===== src/hdl/ewma_relative_deviation_defines.svh =====
// Assertion macros used by the top-level design file.
`ifndef EWMA_RELATIVE_DEVIATION_DEFINES_SVH
`define EWMA_RELATIVE_DEVIATION_DEFINES_SVH

// Same-cycle implication: when a holds, c must hold at the same edge.
`define EWMARD_ASSERT_IMP(lbl, ck, rn, a, c) \
    lbl: assert property (@(posedge ck) disable iff (!rn) (a) |-> (c)) \
        else $error("ewmard: same-cycle check failed");

// Next-cycle implication: when a holds, c must hold at the next edge.
`define EWMARD_ASSERT_NXT(lbl, ck, rn, a, c) \
    lbl: assert property (@(posedge ck) disable iff (!rn) (a) |=> (c)) \
        else $error("ewmard: next-cycle check failed");

`endif


===== src/hdl/ewmard_pkg.sv =====
`timescale 1ns / 1ps
`default_nettype none

package ewmard_pkg;

    localparam int PRICE_W   = 48;
    localparam int DECAY_W   = 16;
    localparam int DEV_W     = 32;
    localparam int FRAC_OUT  = 16;
    localparam int DIFF_W    = PRICE_W + 1;
    localparam int MUL_SPLIT = 24;
    localparam int PLO_W     = MUL_SPLIT + DECAY_W;
    localparam int PHI_W     = DIFF_W - MUL_SPLIT + DECAY_W + 1;
    localparam int PROD_W    = DIFF_W + DECAY_W + 1;
    localparam int SUM_W     = PRICE_W + 3;
    localparam int REM_W     = PRICE_W + 1;
    localparam int DIV_STEPS = DEV_W;
    localparam int CNT_W     = $clog2(DIV_STEPS);

    localparam logic [DECAY_W-1:0] DECAY_RESET = DECAY_W'(52016);

    localparam logic [1:0] MODE_PRICE  = 2'd0;
    localparam logic [1:0] MODE_RESET  = 2'd1;
    localparam logic [1:0] MODE_INTR   = 2'd2;
    localparam logic [1:0] MODE_RESUME = 2'd3;

    localparam logic [1:0] KIND_SHIFT  = 2'd0;
    localparam logic [1:0] KIND_INTR   = 2'd1;
    localparam logic [1:0] KIND_RESUME = 2'd2;

    typedef struct packed {
        logic capture;
        logic first;
        logic set_int;
        logic clr_int;
        logic shift;
        logic diff_load;
        logic mul_lo;
        logic mul_hi;
        logic sum;
        logic avg_upd;
        logic res_zero;
        logic div_sub;
        logic div_abs;
        logic res_sat;
        logic div_step;
        logic res_div;
        logic emit;
    } ewmard_cmd_t;

    typedef struct packed {
        logic [1:0] mode;
        logic [1:0] kind;
        logic       ready;
        logic       intr;
        logic       avg_zero;
        logic       div_ovf;
    } ewmard_sts_t;

endpackage

`default_nettype wire


===== src/hdl/ewmard_ctrl.sv =====
`timescale 1ns / 1ps
`default_nettype none

module ewmard_ctrl (
    input  wire logic                  clk,
    input  wire logic                  rst_n,
    input  wire logic                  in_valid,
    output logic                       in_ready,
    input  wire logic                  out_ready,
    output logic                       out_valid,
    input  wire ewmard_pkg::ewmard_sts_t sts,
    output ewmard_pkg::ewmard_cmd_t    cmd
);

    localparam logic [3:0] S_IDLE    = 4'd0;
    localparam logic [3:0] S_DECODE  = 4'd1;
    localparam logic [3:0] S_MUL_LO  = 4'd2;
    localparam logic [3:0] S_MUL_HI  = 4'd3;
    localparam logic [3:0] S_SUM     = 4'd4;
    localparam logic [3:0] S_AVG     = 4'd5;
    localparam logic [3:0] S_DIV_SUB = 4'd6;
    localparam logic [3:0] S_DIV_ABS = 4'd7;
    localparam logic [3:0] S_DIV_CHK = 4'd8;
    localparam logic [3:0] S_DIV_RUN = 4'd9;
    localparam logic [3:0] S_DIV_FIN = 4'd10;
    localparam logic [3:0] S_EMIT    = 4'd11;

    logic [3:0]                   state_reg, state_next;
    logic [ewmard_pkg::CNT_W-1:0] cnt_reg, cnt_next;
    logic                         out_valid_reg, out_valid_next;

    always_comb
    begin
        cmd        = '0;
        state_next = state_reg;
        cnt_next   = cnt_reg;
        in_ready   = 1'b0;
        case (state_reg)
            S_IDLE:
            begin
                in_ready = 1'b1;
                if (in_valid)
                begin
                    cmd.capture = 1'b1;
                    state_next  = S_DECODE;
                end
            end
            S_DECODE:
            begin
                case (sts.mode)
                    ewmard_pkg::MODE_PRICE:
                    begin
                        if (!sts.ready)
                        begin
                            cmd.first    = 1'b1;
                            cmd.res_zero = 1'b1;
                            state_next   = S_EMIT;
                        end
                        else
                        begin
                            cmd.diff_load = 1'b1;
                            state_next    = S_MUL_LO;
                        end
                    end
                    ewmard_pkg::MODE_RESET:
                    begin
                        case (sts.kind)
                            ewmard_pkg::KIND_SHIFT:
                            begin
                                cmd.shift  = 1'b1;
                                state_next = S_IDLE;
                            end
                            ewmard_pkg::KIND_INTR:
                            begin
                                cmd.set_int  = 1'b1;
                                cmd.res_zero = 1'b1;
                                state_next   = S_EMIT;
                            end
                            ewmard_pkg::KIND_RESUME:
                            begin
                                cmd.clr_int = 1'b1;
                                state_next  = S_IDLE;
                            end
                            default:
                            begin
                                // unused kind: drop the word
                                state_next = S_IDLE;
                            end
                        endcase
                    end
                    ewmard_pkg::MODE_INTR:
                    begin
                        cmd.set_int  = 1'b1;
                        cmd.res_zero = 1'b1;
                        state_next   = S_EMIT;
                    end
                    default:
                    begin
                        cmd.clr_int = 1'b1;
                        state_next  = S_IDLE;
                    end
                endcase
            end
            S_MUL_LO:
            begin
                cmd.mul_lo = 1'b1;
                state_next = S_MUL_HI;
            end
            S_MUL_HI:
            begin
                cmd.mul_hi = 1'b1;
                state_next = S_SUM;
            end
            S_SUM:
            begin
                cmd.sum    = 1'b1;
                state_next = S_AVG;
            end
            S_AVG:
            begin
                cmd.avg_upd = 1'b1;
                state_next  = S_DIV_SUB;
            end
            S_DIV_SUB:
            begin
                if (sts.intr || sts.avg_zero)
                begin
                    cmd.res_zero = 1'b1;
                    state_next   = S_EMIT;
                end
                else
                begin
                    cmd.div_sub = 1'b1;
                    state_next  = S_DIV_ABS;
                end
            end
            S_DIV_ABS:
            begin
                cmd.div_abs = 1'b1;
                cnt_next    = '0;
                state_next  = S_DIV_CHK;
            end
            S_DIV_CHK:
            begin
                if (sts.div_ovf)
                begin
                    cmd.res_sat = 1'b1;
                    state_next  = S_EMIT;
                end
                else
                begin
                    state_next = S_DIV_RUN;
                end
            end
            S_DIV_RUN:
            begin
                cmd.div_step = 1'b1;
                if (cnt_reg == ewmard_pkg::CNT_W'(ewmard_pkg::DIV_STEPS - 1))
                begin
                    state_next = S_DIV_FIN;
                end
                else
                begin
                    cnt_next = cnt_reg + 1'b1;
                end
            end
            S_DIV_FIN:
            begin
                cmd.res_div = 1'b1;
                state_next  = S_EMIT;
            end
            S_EMIT:
            begin
                // hold until the output register is free or being drained
                if (!out_valid_reg || out_ready)
                begin
                    cmd.emit   = 1'b1;
                    state_next = S_IDLE;
                end
            end
            default:
            begin
                state_next = S_IDLE;
            end
        endcase
    end

    always_comb
    begin
        if (cmd.emit)
        begin
            out_valid_next = 1'b1;
        end
        else if (out_ready)
        begin
            out_valid_next = 1'b0;
        end
        else
        begin
            out_valid_next = out_valid_reg;
        end
    end

    always_ff @(posedge clk or negedge rst_n)
    begin
        if (!rst_n)
        begin
            state_reg     <= S_IDLE;
            cnt_reg       <= '0;
            out_valid_reg <= 1'b0;
        end
        else
        begin
            state_reg     <= state_next;
            cnt_reg       <= cnt_next;
            out_valid_reg <= out_valid_next;
        end
    end

    assign out_valid = out_valid_reg;

endmodule

`default_nettype wire


===== src/hdl/ewmard_dp.sv =====
`timescale 1ns / 1ps
`default_nettype none

module ewmard_dp (
    input  wire logic                                 clk,
    input  wire logic                                 rst_n,
    input  wire logic                                 cfg_wr_en,
    input  wire logic [ewmard_pkg::DECAY_W-1:0]       cfg_wr_data,
    input  wire logic [1:0]                           mode,
    input  wire logic signed [ewmard_pkg::PRICE_W-1:0] new_price,
    input  wire logic signed [ewmard_pkg::PRICE_W-1:0] old_price,
    input  wire logic [1:0]                           reset_kind,
    input  wire ewmard_pkg::ewmard_cmd_t              cmd,
    output ewmard_pkg::ewmard_sts_t                   sts,
    output logic signed [ewmard_pkg::DEV_W-1:0]       deviation
);

    localparam int PW = ewmard_pkg::PRICE_W;
    localparam int SW = ewmard_pkg::SUM_W;
    localparam int DW = ewmard_pkg::DEV_W;
    localparam int RW = ewmard_pkg::REM_W;
    localparam int FO = ewmard_pkg::FRAC_OUT;
    localparam int XW = ewmard_pkg::DIFF_W;
    localparam int MS = ewmard_pkg::MUL_SPLIT;
    localparam int PR = ewmard_pkg::PROD_W;
    localparam int KW = ewmard_pkg::DECAY_W;

    localparam logic [DW-1:0] DEV_MIN = {1'b1, {(DW-1){1'b0}}};
    localparam logic [DW-1:0] DEV_MAX = {1'b0, {(DW-1){1'b1}}};

    // Clamp a widened sum back to the price range.
    function automatic logic [PW-1:0] sat_price(input logic [SW-1:0] v);
        logic hi_ones;
        logic hi_zeros;
        hi_ones  = &v[SW-1:PW-1];
        hi_zeros = ~|v[SW-1:PW-1];
        if (hi_ones || hi_zeros)
        begin
            return v[PW-1:0];
        end
        else if (v[SW-1])
        begin
            return {1'b1, {(PW-1){1'b0}}};
        end
        else
        begin
            return {1'b0, {(PW-1){1'b1}}};
        end
    endfunction

    // Control state
    logic [KW-1:0] decay_reg;
    logic [PW-1:0] avg_reg, avg_next;
    logic          ready_reg, ready_next;
    logic          intr_reg, intr_next;

    // Payload registers
    logic [1:0]                     mode_reg;
    logic [1:0]                     kind_reg;
    logic [PW-1:0]                  price_reg;
    logic [PW-1:0]                  oldp_reg;
    logic [XW-1:0]                  diff_reg;
    logic [ewmard_pkg::PLO_W-1:0]   plo_reg;
    logic signed [ewmard_pkg::PHI_W-1:0] phi_reg;
    logic [PR-1:0]                  prod_reg;
    logic [XW-1:0]                  num_reg;
    logic [PW-1:0]                  dd_reg;
    logic                           neg_reg;
    logic [RW-1:0]                  rem_reg;
    logic [DW-1:0]                  sh_reg;
    logic [DW-1:0]                  q_reg;
    logic [DW-1:0]                  res_reg;
    logic [DW-1:0]                  dev_reg;

    // Combinational helpers
    logic [PR-1:0] phi_ext;
    logic [PR-1:0] plo_ext;
    logic [PR-1:0] prod_next;
    logic [SW-1:0] upd_sum;
    logic [SW-1:0] shift_sum;
    logic [XW-1:0] abs_num;
    logic [PW-1:0] abs_avg;
    logic [RW-1:0] trial;
    logic          trial_ge;
    logic [DW-1:0] div_res;

    assign phi_ext   = {{(PR-ewmard_pkg::PHI_W){phi_reg[ewmard_pkg::PHI_W-1]}}, phi_reg};
    assign plo_ext   = {{(PR-ewmard_pkg::PLO_W){1'b0}}, plo_reg};
    // rounding bias: half an LSB of the decay scale
    assign prod_next = (phi_ext << MS) + plo_ext + (PR'(1) << (KW - 1));

    assign upd_sum   = {{(SW-PW){price_reg[PW-1]}}, price_reg}
                     + {{(SW-(PR-KW)){prod_reg[PR-1]}}, prod_reg[PR-1:KW]};
    assign shift_sum = {{(SW-PW){avg_reg[PW-1]}}, avg_reg}
                     - {{(SW-PW){oldp_reg[PW-1]}}, oldp_reg}
                     + {{(SW-PW){price_reg[PW-1]}}, price_reg};

    assign abs_num  = num_reg[XW-1] ? (~num_reg + 1'b1) : num_reg;
    assign abs_avg  = avg_reg[PW-1] ? (~avg_reg + 1'b1) : avg_reg;

    assign trial    = {rem_reg[RW-2:0], sh_reg[DW-1]};
    assign trial_ge = trial >= {1'b0, dd_reg};

    always_comb
    begin
        if (neg_reg)
        begin
            div_res = (q_reg > DEV_MIN) ? DEV_MIN : (~q_reg + 1'b1);
        end
        else
        begin
            div_res = q_reg[DW-1] ? DEV_MAX : q_reg;
        end
    end

    always_comb
    begin
        avg_next   = avg_reg;
        ready_next = ready_reg;
        intr_next  = intr_reg;
        if (cmd.first)
        begin
            avg_next   = price_reg;
            ready_next = 1'b1;
        end
        if (cmd.avg_upd)
        begin
            avg_next = sat_price(upd_sum);
        end
        if (cmd.shift)
        begin
            avg_next = sat_price(shift_sum);
        end
        if (cmd.set_int)
        begin
            intr_next = 1'b1;
        end
        if (cmd.clr_int)
        begin
            intr_next = 1'b0;
        end
    end

    always_ff @(posedge clk or negedge rst_n)
    begin
        if (!rst_n)
        begin
            decay_reg <= ewmard_pkg::DECAY_RESET;
            avg_reg   <= '0;
            ready_reg <= 1'b0;
            intr_reg  <= 1'b0;
        end
        else
        begin
            if (cfg_wr_en)
            begin
                decay_reg <= cfg_wr_data;
            end
            avg_reg   <= avg_next;
            ready_reg <= ready_next;
            intr_reg  <= intr_next;
        end
    end

    always_ff @(posedge clk)
    begin
        if (cmd.capture)
        begin
            mode_reg  <= mode;
            kind_reg  <= reset_kind;
            price_reg <= new_price;
            oldp_reg  <= old_price;
        end
        if (cmd.diff_load)
        begin
            diff_reg <= {avg_reg[PW-1], avg_reg} - {price_reg[PW-1], price_reg};
        end
        if (cmd.mul_lo)
        begin
            plo_reg <= diff_reg[MS-1:0] * decay_reg;
        end
        if (cmd.mul_hi)
        begin
            phi_reg <= $signed(diff_reg[XW-1:MS]) * $signed({1'b0, decay_reg});
        end
        if (cmd.sum)
        begin
            prod_reg <= prod_next;
        end
        if (cmd.div_sub)
        begin
            num_reg <= {price_reg[PW-1], price_reg} - {avg_reg[PW-1], avg_reg};
        end
        if (cmd.div_abs)
        begin
            dd_reg  <= abs_avg;
            neg_reg <= num_reg[XW-1] ^ avg_reg[PW-1];
            rem_reg <= {{(RW-(XW-FO)){1'b0}}, abs_num[XW-1:FO]};
            sh_reg  <= {abs_num[FO-1:0], {(DW-FO){1'b0}}};
        end
        if (cmd.div_step)
        begin
            rem_reg <= trial_ge ? (trial - {1'b0, dd_reg}) : trial;
            sh_reg  <= {sh_reg[DW-2:0], 1'b0};
            q_reg   <= {q_reg[DW-2:0], trial_ge};
        end
        if (cmd.res_zero)
        begin
            res_reg <= '0;
        end
        if (cmd.res_sat)
        begin
            res_reg <= neg_reg ? DEV_MIN : DEV_MAX;
        end
        if (cmd.res_div)
        begin
            res_reg <= div_res;
        end
        if (cmd.emit)
        begin
            dev_reg <= res_reg;
        end
    end

    always_comb
    begin
        sts.mode     = mode_reg;
        sts.kind     = kind_reg;
        sts.ready    = ready_reg;
        sts.intr     = intr_reg;
        sts.avg_zero = (avg_reg == '0);
        // integer part of the quotient would not fit in the output format
        sts.div_ovf  = (rem_reg >= {1'b0, dd_reg});
    end

    assign deviation = dev_reg;

endmodule

`default_nettype wire


===== src/hdl/ewma_relative_deviation.sv =====
// Channel   | Handshake            | Word
// ----------+----------------------+------------------------------------------
// input     | in_valid / in_ready  | mode, new_price, old_price, reset_kind
// output    | out_valid / out_ready| deviation
// config    | cfg_wr_en            | cfg_wr_data (decay factor, Q0.16)
//
// A price word that runs the full divide passes decode, the multiply, the
// average update, the divide check and the 32-step restoring divider (one
// quotient bit per cycle); a saturating quotient skips the steps. First
// prices and interrupts emit zero from decode, flag-only words end there,
// and interrupted or zero-average prices skip the divide after the update.
// Reset (rst_n, async, active low) clears the average, the ready and
// interrupted flags, and loads the decay factor with its default.
// One word is in flight at a time; a finished result waits in the output
// register, and the block stalls in place if it is still full.
`timescale 1ns / 1ps
`default_nettype none
`include "ewma_relative_deviation_defines.svh"

module ewma_relative_deviation (
    input  wire logic                                  clk,
    input  wire logic                                  rst_n,
    // configuration
    input  wire logic                                  cfg_wr_en,
    input  wire logic [ewmard_pkg::DECAY_W-1:0]        cfg_wr_data,
    // input channel
    input  wire logic                                  in_valid,
    output logic                                       in_ready,
    input  wire logic [1:0]                            mode,
    input  wire logic signed [ewmard_pkg::PRICE_W-1:0] new_price,
    input  wire logic signed [ewmard_pkg::PRICE_W-1:0] old_price,
    input  wire logic [1:0]                            reset_kind,
    // output channel
    output logic                                       out_valid,
    input  wire logic                                  out_ready,
    output logic signed [ewmard_pkg::DEV_W-1:0]        deviation
);

    // Commands flow from the sequencer to the datapath; status flows back.
    ewmard_pkg::ewmard_cmd_t cmd;
    ewmard_pkg::ewmard_sts_t sts;
    logic [6:0]              major_cmd;

    // Sequencer: decodes the word, steps the multiply, average update and
    // divide, then parks the result in the output register.
    ewmard_ctrl u_ctrl (
        .clk       (clk),
        .rst_n     (rst_n),
        .in_valid  (in_valid),
        .in_ready  (in_ready),
        .out_ready (out_ready),
        .out_valid (out_valid),
        .sts       (sts),
        .cmd       (cmd)
    );

    // Datapath: average, flags, split multiplier, bit-serial divider and
    // the output register.
    ewmard_dp u_dp (
        .clk         (clk),
        .rst_n       (rst_n),
        .cfg_wr_en   (cfg_wr_en),
        .cfg_wr_data (cfg_wr_data),
        .mode        (mode),
        .new_price   (new_price),
        .old_price   (old_price),
        .reset_kind  (reset_kind),
        .cmd         (cmd),
        .sts         (sts),
        .deviation   (deviation)
    );

    // Major sequencing commands, one per sequencer step.
    assign major_cmd = {cmd.capture, cmd.mul_lo, cmd.mul_hi, cmd.sum,
                        cmd.avg_upd, cmd.div_step, cmd.emit};

    // No new word is taken in the cycle after one is captured.
    `EWMARD_ASSERT_NXT(a_one_in_flight, clk, rst_n, cmd.capture, !in_ready)
    // An emitted result is presented on the next cycle.
    `EWMARD_ASSERT_NXT(a_emit_shows, clk, rst_n, cmd.emit, out_valid)
    // Major sequencing commands never overlap.
    `EWMARD_ASSERT_IMP(a_cmd_excl, clk, rst_n, 1'b1, $onehot0(major_cmd))
    // The divider only iterates while the input side is closed.
    `EWMARD_ASSERT_IMP(a_div_busy, clk, rst_n, cmd.div_step, !in_ready)

endmodule

`default_nettype wire


===== config.mk =====
export PLATFORM = sky130hd
export DESIGN_NAME = ewma_relative_deviation
export DESIGN_NICKNAME = d
export VERILOG_FILES = /design/src/hdl/ewmard_pkg.sv /design/src/hdl/ewmard_ctrl.sv /design/src/hdl/ewmard_dp.sv /design/src/hdl/ewma_relative_deviation.sv
export VERILOG_INCLUDE_DIRS = /design/src /design/src/hdl
export SDC_FILE = /design/constraint.sdc
export NUM_CORES = 2
export LEC_CHECK = 0
export BUFFER_PORTS_ARGS = -buffer_cell sky130_fd_sc_hd__buf_2
export CORE_ASPECT_RATIO = 0.6
export CORE_MARGIN = 3
export CORE_UTILIZATION = 33
export CTS_BUF_LIST = sky130_fd_sc_hd__clkbuf_4
export DETAILED_ROUTE_END_ITERATION = 8
export GPL_TIMING_DRIVEN = 0
export PLACE_DENSITY = 0.54
export SLEW_MARGIN = 20
export SYNTH_ARGS = -nofsm -noshare
export SYNTH_HDL_FRONTEND = slang
export SYNTH_SLANG_ARGS = --single-unit

===== constraint.sdc =====
create_clock -name clk -period 7.9 [get_ports clk]
set_clock_uncertainty 0.2 [all_clocks]
set_input_delay 1.975 -clock clk [delete_from_list [all_inputs] [get_ports clk]]
set_output_delay 1.975 -clock clk [all_outputs]
set_load 0.005 [all_outputs]

==> reports/summary.txt <==
SYNTH
------------------------------------------------------------------------------
Post-synthesis simple-gate area fraction                                 13.9%
Share of synthesized area spent on multiplexers                         0.534%
Mapped Area                                                         0.0674 mm²
Main area contributors after synthesis                            sky130_fd_sc_hd__edfxtp_1, sky130_fd_sc_hd__fa_1, sky130_fd_sc_hd__ha_1
Count leader, synth                                               sky130_fd_sc_hd__inv_1
Count of synthesis-stage warnings from yosys                                 0
Number of distinct library cells after synthesis                           101
Post-synthesis cell type with the largest combined area           sky130_fd_sc_hd__edfxtp_1
Adder-cell area share of the yosys netlist                               32.0%
Post-synth top area share                                                23.4%
Most used flip-flop cell after synthesis                          sky130_fd_sc_hd__edfxtp_1
Number of flops mapped to enable cells by yosys                            525
Synth top cells by count                                          sky130_fd_sc_hd__inv_1, sky130_fd_sc_hd__nand2_1, sky130_fd_sc_hd__fa_1
Async set-or-reset flop fraction in the synthesized netlist              12.6%
Compound-gate portion of the synthesized area                            13.6%
Sequential area share after synthesis                                    26.2%
Mean Syn Cell Area                                                    9.43 µm²
Flops & latches, synth                                                     601
Number of cells produced by synthesis                                     7152
Area share of xor/xnor cells in the synthesized design                   5.38%
Combinational family with the most area after synthesis            adder cells
Number of nets produced by synthesis                                      8551

DRT
------------------------------------------------------------------------------
Total wire length                                                       250 mm
Number of vias after detailed routing                                    55100
Number of vias per cell after detailed routing                            5.31
Post-route ant nets                                                          0
DR iter-0 viols                                                           6023
Detailed Routing Iterations Pass 1                                           6
DRC violation count after routing                                            0
Routed wirelength normalized by instance count                         24.1 µm

STA
------------------------------------------------------------------------------
Hold slack final                                                      0.205 ns
Final Worst Setup Slack                                              0.0884 ns
Final Hold Violating Endpoints                                               0
Final setup violation count                                                  0
Minimum clock period after layout                                      7.81 ns
Achievable clock frequency                                             128 MHz
Transition time of the tightest slew-check pin                         1.32 ns
Worst max-slew margin expressed relative to the limit                    12.0%
Unrepaired setup endpoints after global routing                           true
Number of pins with negative max-slew slack in the final report              0
Final worst-path cycle share                                             98.9%

WORST SETUP PATH
------------------------------------------------------------------------------
Kind of critical path                                             register to register
Delay of the slowest cell on the worst path                            0.54 ns
Slowest stage cell on the critical path                           sky130_fd_sc_hd__fa_1
RR Endpoint                                                       u_dp.plo_reg[39]
Worst reg2reg path startpoint                                     u_dp.decay_reg[7]
Worst r2r path cells                                                        26
Worst endpoint required time                                           8.52 ns
Crit Path Max Fanout                                                        10
CP most frequent cell                                             sky130_fd_sc_hd__fa_1
Flop-to-flop setup slack                                               0.09 ns
Endpoint kind of the worst setup timing path                          register
Launching element type of the critical path                           register
Worst Path Arrival                                                     8.43 ns

FINISH
------------------------------------------------------------------------------
Flip-flop count of the largest register after layout                        50
Number of fill cells in the layout                                       20700
Layout cells sized above 1                                               10.1%
Area of combinational cells with multiple inputs                    0.0445 mm²
Layout area overhead                                                     11.6%
Area used by sequential logic in the layout                         0.0177 mm²
Nets                                                                      8951
Post-route core utilization                                              37.3%
Non-filler cells in the finished layout                                  10400

GLOBAL ROUTE
------------------------------------------------------------------------------
Antenna violations before repair                                            18
Maximum number of pins on one net before global-route repair                61
GR Util All Layers                                                       23.5%
Via count of the first global-routing pass                               53100
Global-route wire length before repair                                  363 mm
Leftover overflow at the end of global routing                               0

CLOCK TREE
------------------------------------------------------------------------------
Clock transition at the registers of the reported paths                0.10 ns
CTS tree                                                                  done
Root Buffer                                                       sky130_fd_sc_hd__clkbuf_4
TritonCTS Sinks                                                            601
CTS max path bufs                                                            4
Cts bufs inserted                                                          165
Clk Latency, worst-skew pair                                           1.15 ns
Total number of H-tree levels                                                4

FLOW RUN
------------------------------------------------------------------------------
Max-cap violation count                                                      0

FLOORPLAN
------------------------------------------------------------------------------
Die area                                                             0.210 mm²
I/O pin total                                                              155
Die Span Y                                                              356 µm
Site Rows                                                                  127
Initial Util                                                             33.5%
Die boundary width                                                      590 µm
Core Footprint                                                       0.201 mm²

PLACE
------------------------------------------------------------------------------
Final weighted congestion in routability-driven placement                0.976
Pre-CTS setup slack                                                   -1.46 ns
Dpl hpwl                                                                207 mm
Instance count after placement with tap cells included                   10000
Port Buffer Count                                                          153

MIN PATH
------------------------------------------------------------------------------
Worst hold path class                                             register to register
Number of cells on the worst hold path                                       0
End of the worst hold path                                        u_dp.deviation[31]
Startpoint of the lowest-slack hold path                          u_dp.res_reg[31]

RUN STATUS
------------------------------------------------------------------------------
Outcome                                                              completed

-- worst max-delay path by stage --
stage	start	to	slack [ns]
after floorplan	u_dp.decay_reg[9]	u_dp.plo_reg[39]	0.47
after global placement	u_dp.decay_reg[9]	u_dp.plo_reg[39]	-1.51
after detailed placement	u_dp.decay_reg[9]	u_dp.plo_reg[39]	-1.46
after CTS	u_dp.diff_reg[5]	u_dp.plo_reg[39]	-0.006
after global routing	u_dp.decay_reg[4]	u_dp.plo_reg[39]	-0.13
final	u_dp.decay_reg[7]	u_dp.plo_reg[39]	0.09
-- final cells by class --
class,count,area share [%]
Sequential cell,601,23.5
Timing Repair Buffer,239,2.21
Antenna cell,21,0.0698
Multi-Input combinational cell,5071,59.1
Clock buffer,222,2.22
Inverter,1165,5.82
Clock inverter,46,0.364
Buffer,309,2.19
Tap cell,2709,4.51
-- stage by stage --
| step | cell area [µm²] | TNS [ns] |
|---|---|---|
| CTS | 74700 | -0.00575 |
| global route | 75200 | -0.244 |
| global placement | 71600 | -13.14 |
| detailed placement | 72000 | -13.04 |
| floorplan | 67400 | 0 |
| finish | 75200 | 0 |
-- what timing repair did --
item                                    in CTS  in global routing
hold buffers                                 0                  0
pin swaps                                   15                 50
buffers inserted                            35                 27
endpoints found under the setup margin      29                 14
resized for setup                          147                188
endpoints found under the hold margin        0                  0
-- layer usage --
metal / share of wire [%] / GRT usage (%) / up-vias
met5: 0.037 / 0 / -
met4: 1.3 / 3.21 / 18
met3: 15 / 11.0 / 236
met2: 35 / 28.4 / 2669
met1: 49 / 37.2 / 27500
li1: - / - / 24700
-- cells in the final DEF (no fill, tap or decap), types with 17 or more instances in the layout --
| master | count |
|---|---|
| sky130_fd_sc_hd__a21o_1 | 216 |
| sky130_fd_sc_hd__xnor2_1 | 288 |
| sky130_fd_sc_hd__o21ai_1 | 17 |
| sky130_fd_sc_hd__a21oi_1 | 396 |
| sky130_fd_sc_hd__o21bai_1 | 47 |
| sky130_fd_sc_hd__nor4_1 | 17 |
| sky130_fd_sc_hd__a31oi_1 | 33 |
| sky130_fd_sc_hd__nor2b_1 | 51 |
| sky130_fd_sc_hd__and3_1 | 41 |
| sky130_fd_sc_hd__dfrtp_1 | 68 |
| sky130_fd_sc_hd__buf_2 | 178 |
| sky130_fd_sc_hd__diode_2 | 21 |
| sky130_fd_sc_hd__fa_1 | 741 |
| sky130_fd_sc_hd__nand3_1 | 99 |
| sky130_fd_sc_hd__nand2_1 | 771 |
| sky130_fd_sc_hd__xor2_1 | 125 |
| sky130_fd_sc_hd__o21a_1 | 46 |
| sky130_fd_sc_hd__buf_4 | 71 |
| sky130_fd_sc_hd__clkbuf_4 | 244 |
| sky130_fd_sc_hd__ha_1 | 524 |
| sky130_fd_sc_hd__o31ai_1 | 42 |
| sky130_fd_sc_hd__edfxtp_1 | 525 |
| sky130_fd_sc_hd__a211oi_1 | 56 |
| sky130_fd_sc_hd__nor3_1 | 73 |
| sky130_fd_sc_hd__clkinv_1 | 25 |
| sky130_fd_sc_hd__or3_1 | 31 |
| sky130_fd_sc_hd__o41ai_1 | 20 |
| sky130_fd_sc_hd__clkbuf_2 | 53 |
| sky130_fd_sc_hd__inv_1 | 1144 |
| sky130_fd_sc_hd__nand2b_1 | 57 |
| sky130_fd_sc_hd__o211ai_1 | 49 |
| sky130_fd_sc_hd__o21ai_0 | 273 |
| sky130_fd_sc_hd__nand4_1 | 81 |
| sky130_fd_sc_hd__nor2_1 | 301 |
| sky130_fd_sc_hd__a221oi_1 | 45 |
| sky130_fd_sc_hd__and2_1 | 311 |
| sky130_fd_sc_hd__inv_2 | 22 |
| sky130_fd_sc_hd__clkbuf_1 | 166 |
| sky130_fd_sc_hd__mux2i_1 | 18 |
-- logic make-up (layout without fill, tap and decap cells) --
logic type	Yosys count	in the layout
fa+ha+maj	1278	1278
flops	601	601
other cells	0	21
buf+inv	1480	1981
mux	34	34
compound gates	1405	1405
xor+xnor	414	414
simple gates	1940	1940
-- worst max-delay path, delay by kind of cell, from the launching register on --
kind                     cells  cell delay, ns
adder cells (fa/ha/maj)      7            3.10
buffers and inverters        6            0.83
AND/OR/NAND/NOR              2            0.22
AO/OA/AOI/OAI               10            2.60
XOR/XNOR                     1            0.11
flip-flops                   1            0.44
Power is left out: the tool's default activity adds up to more than one toggle a clock period on the data nets, which glitch-free logic cannot reach.
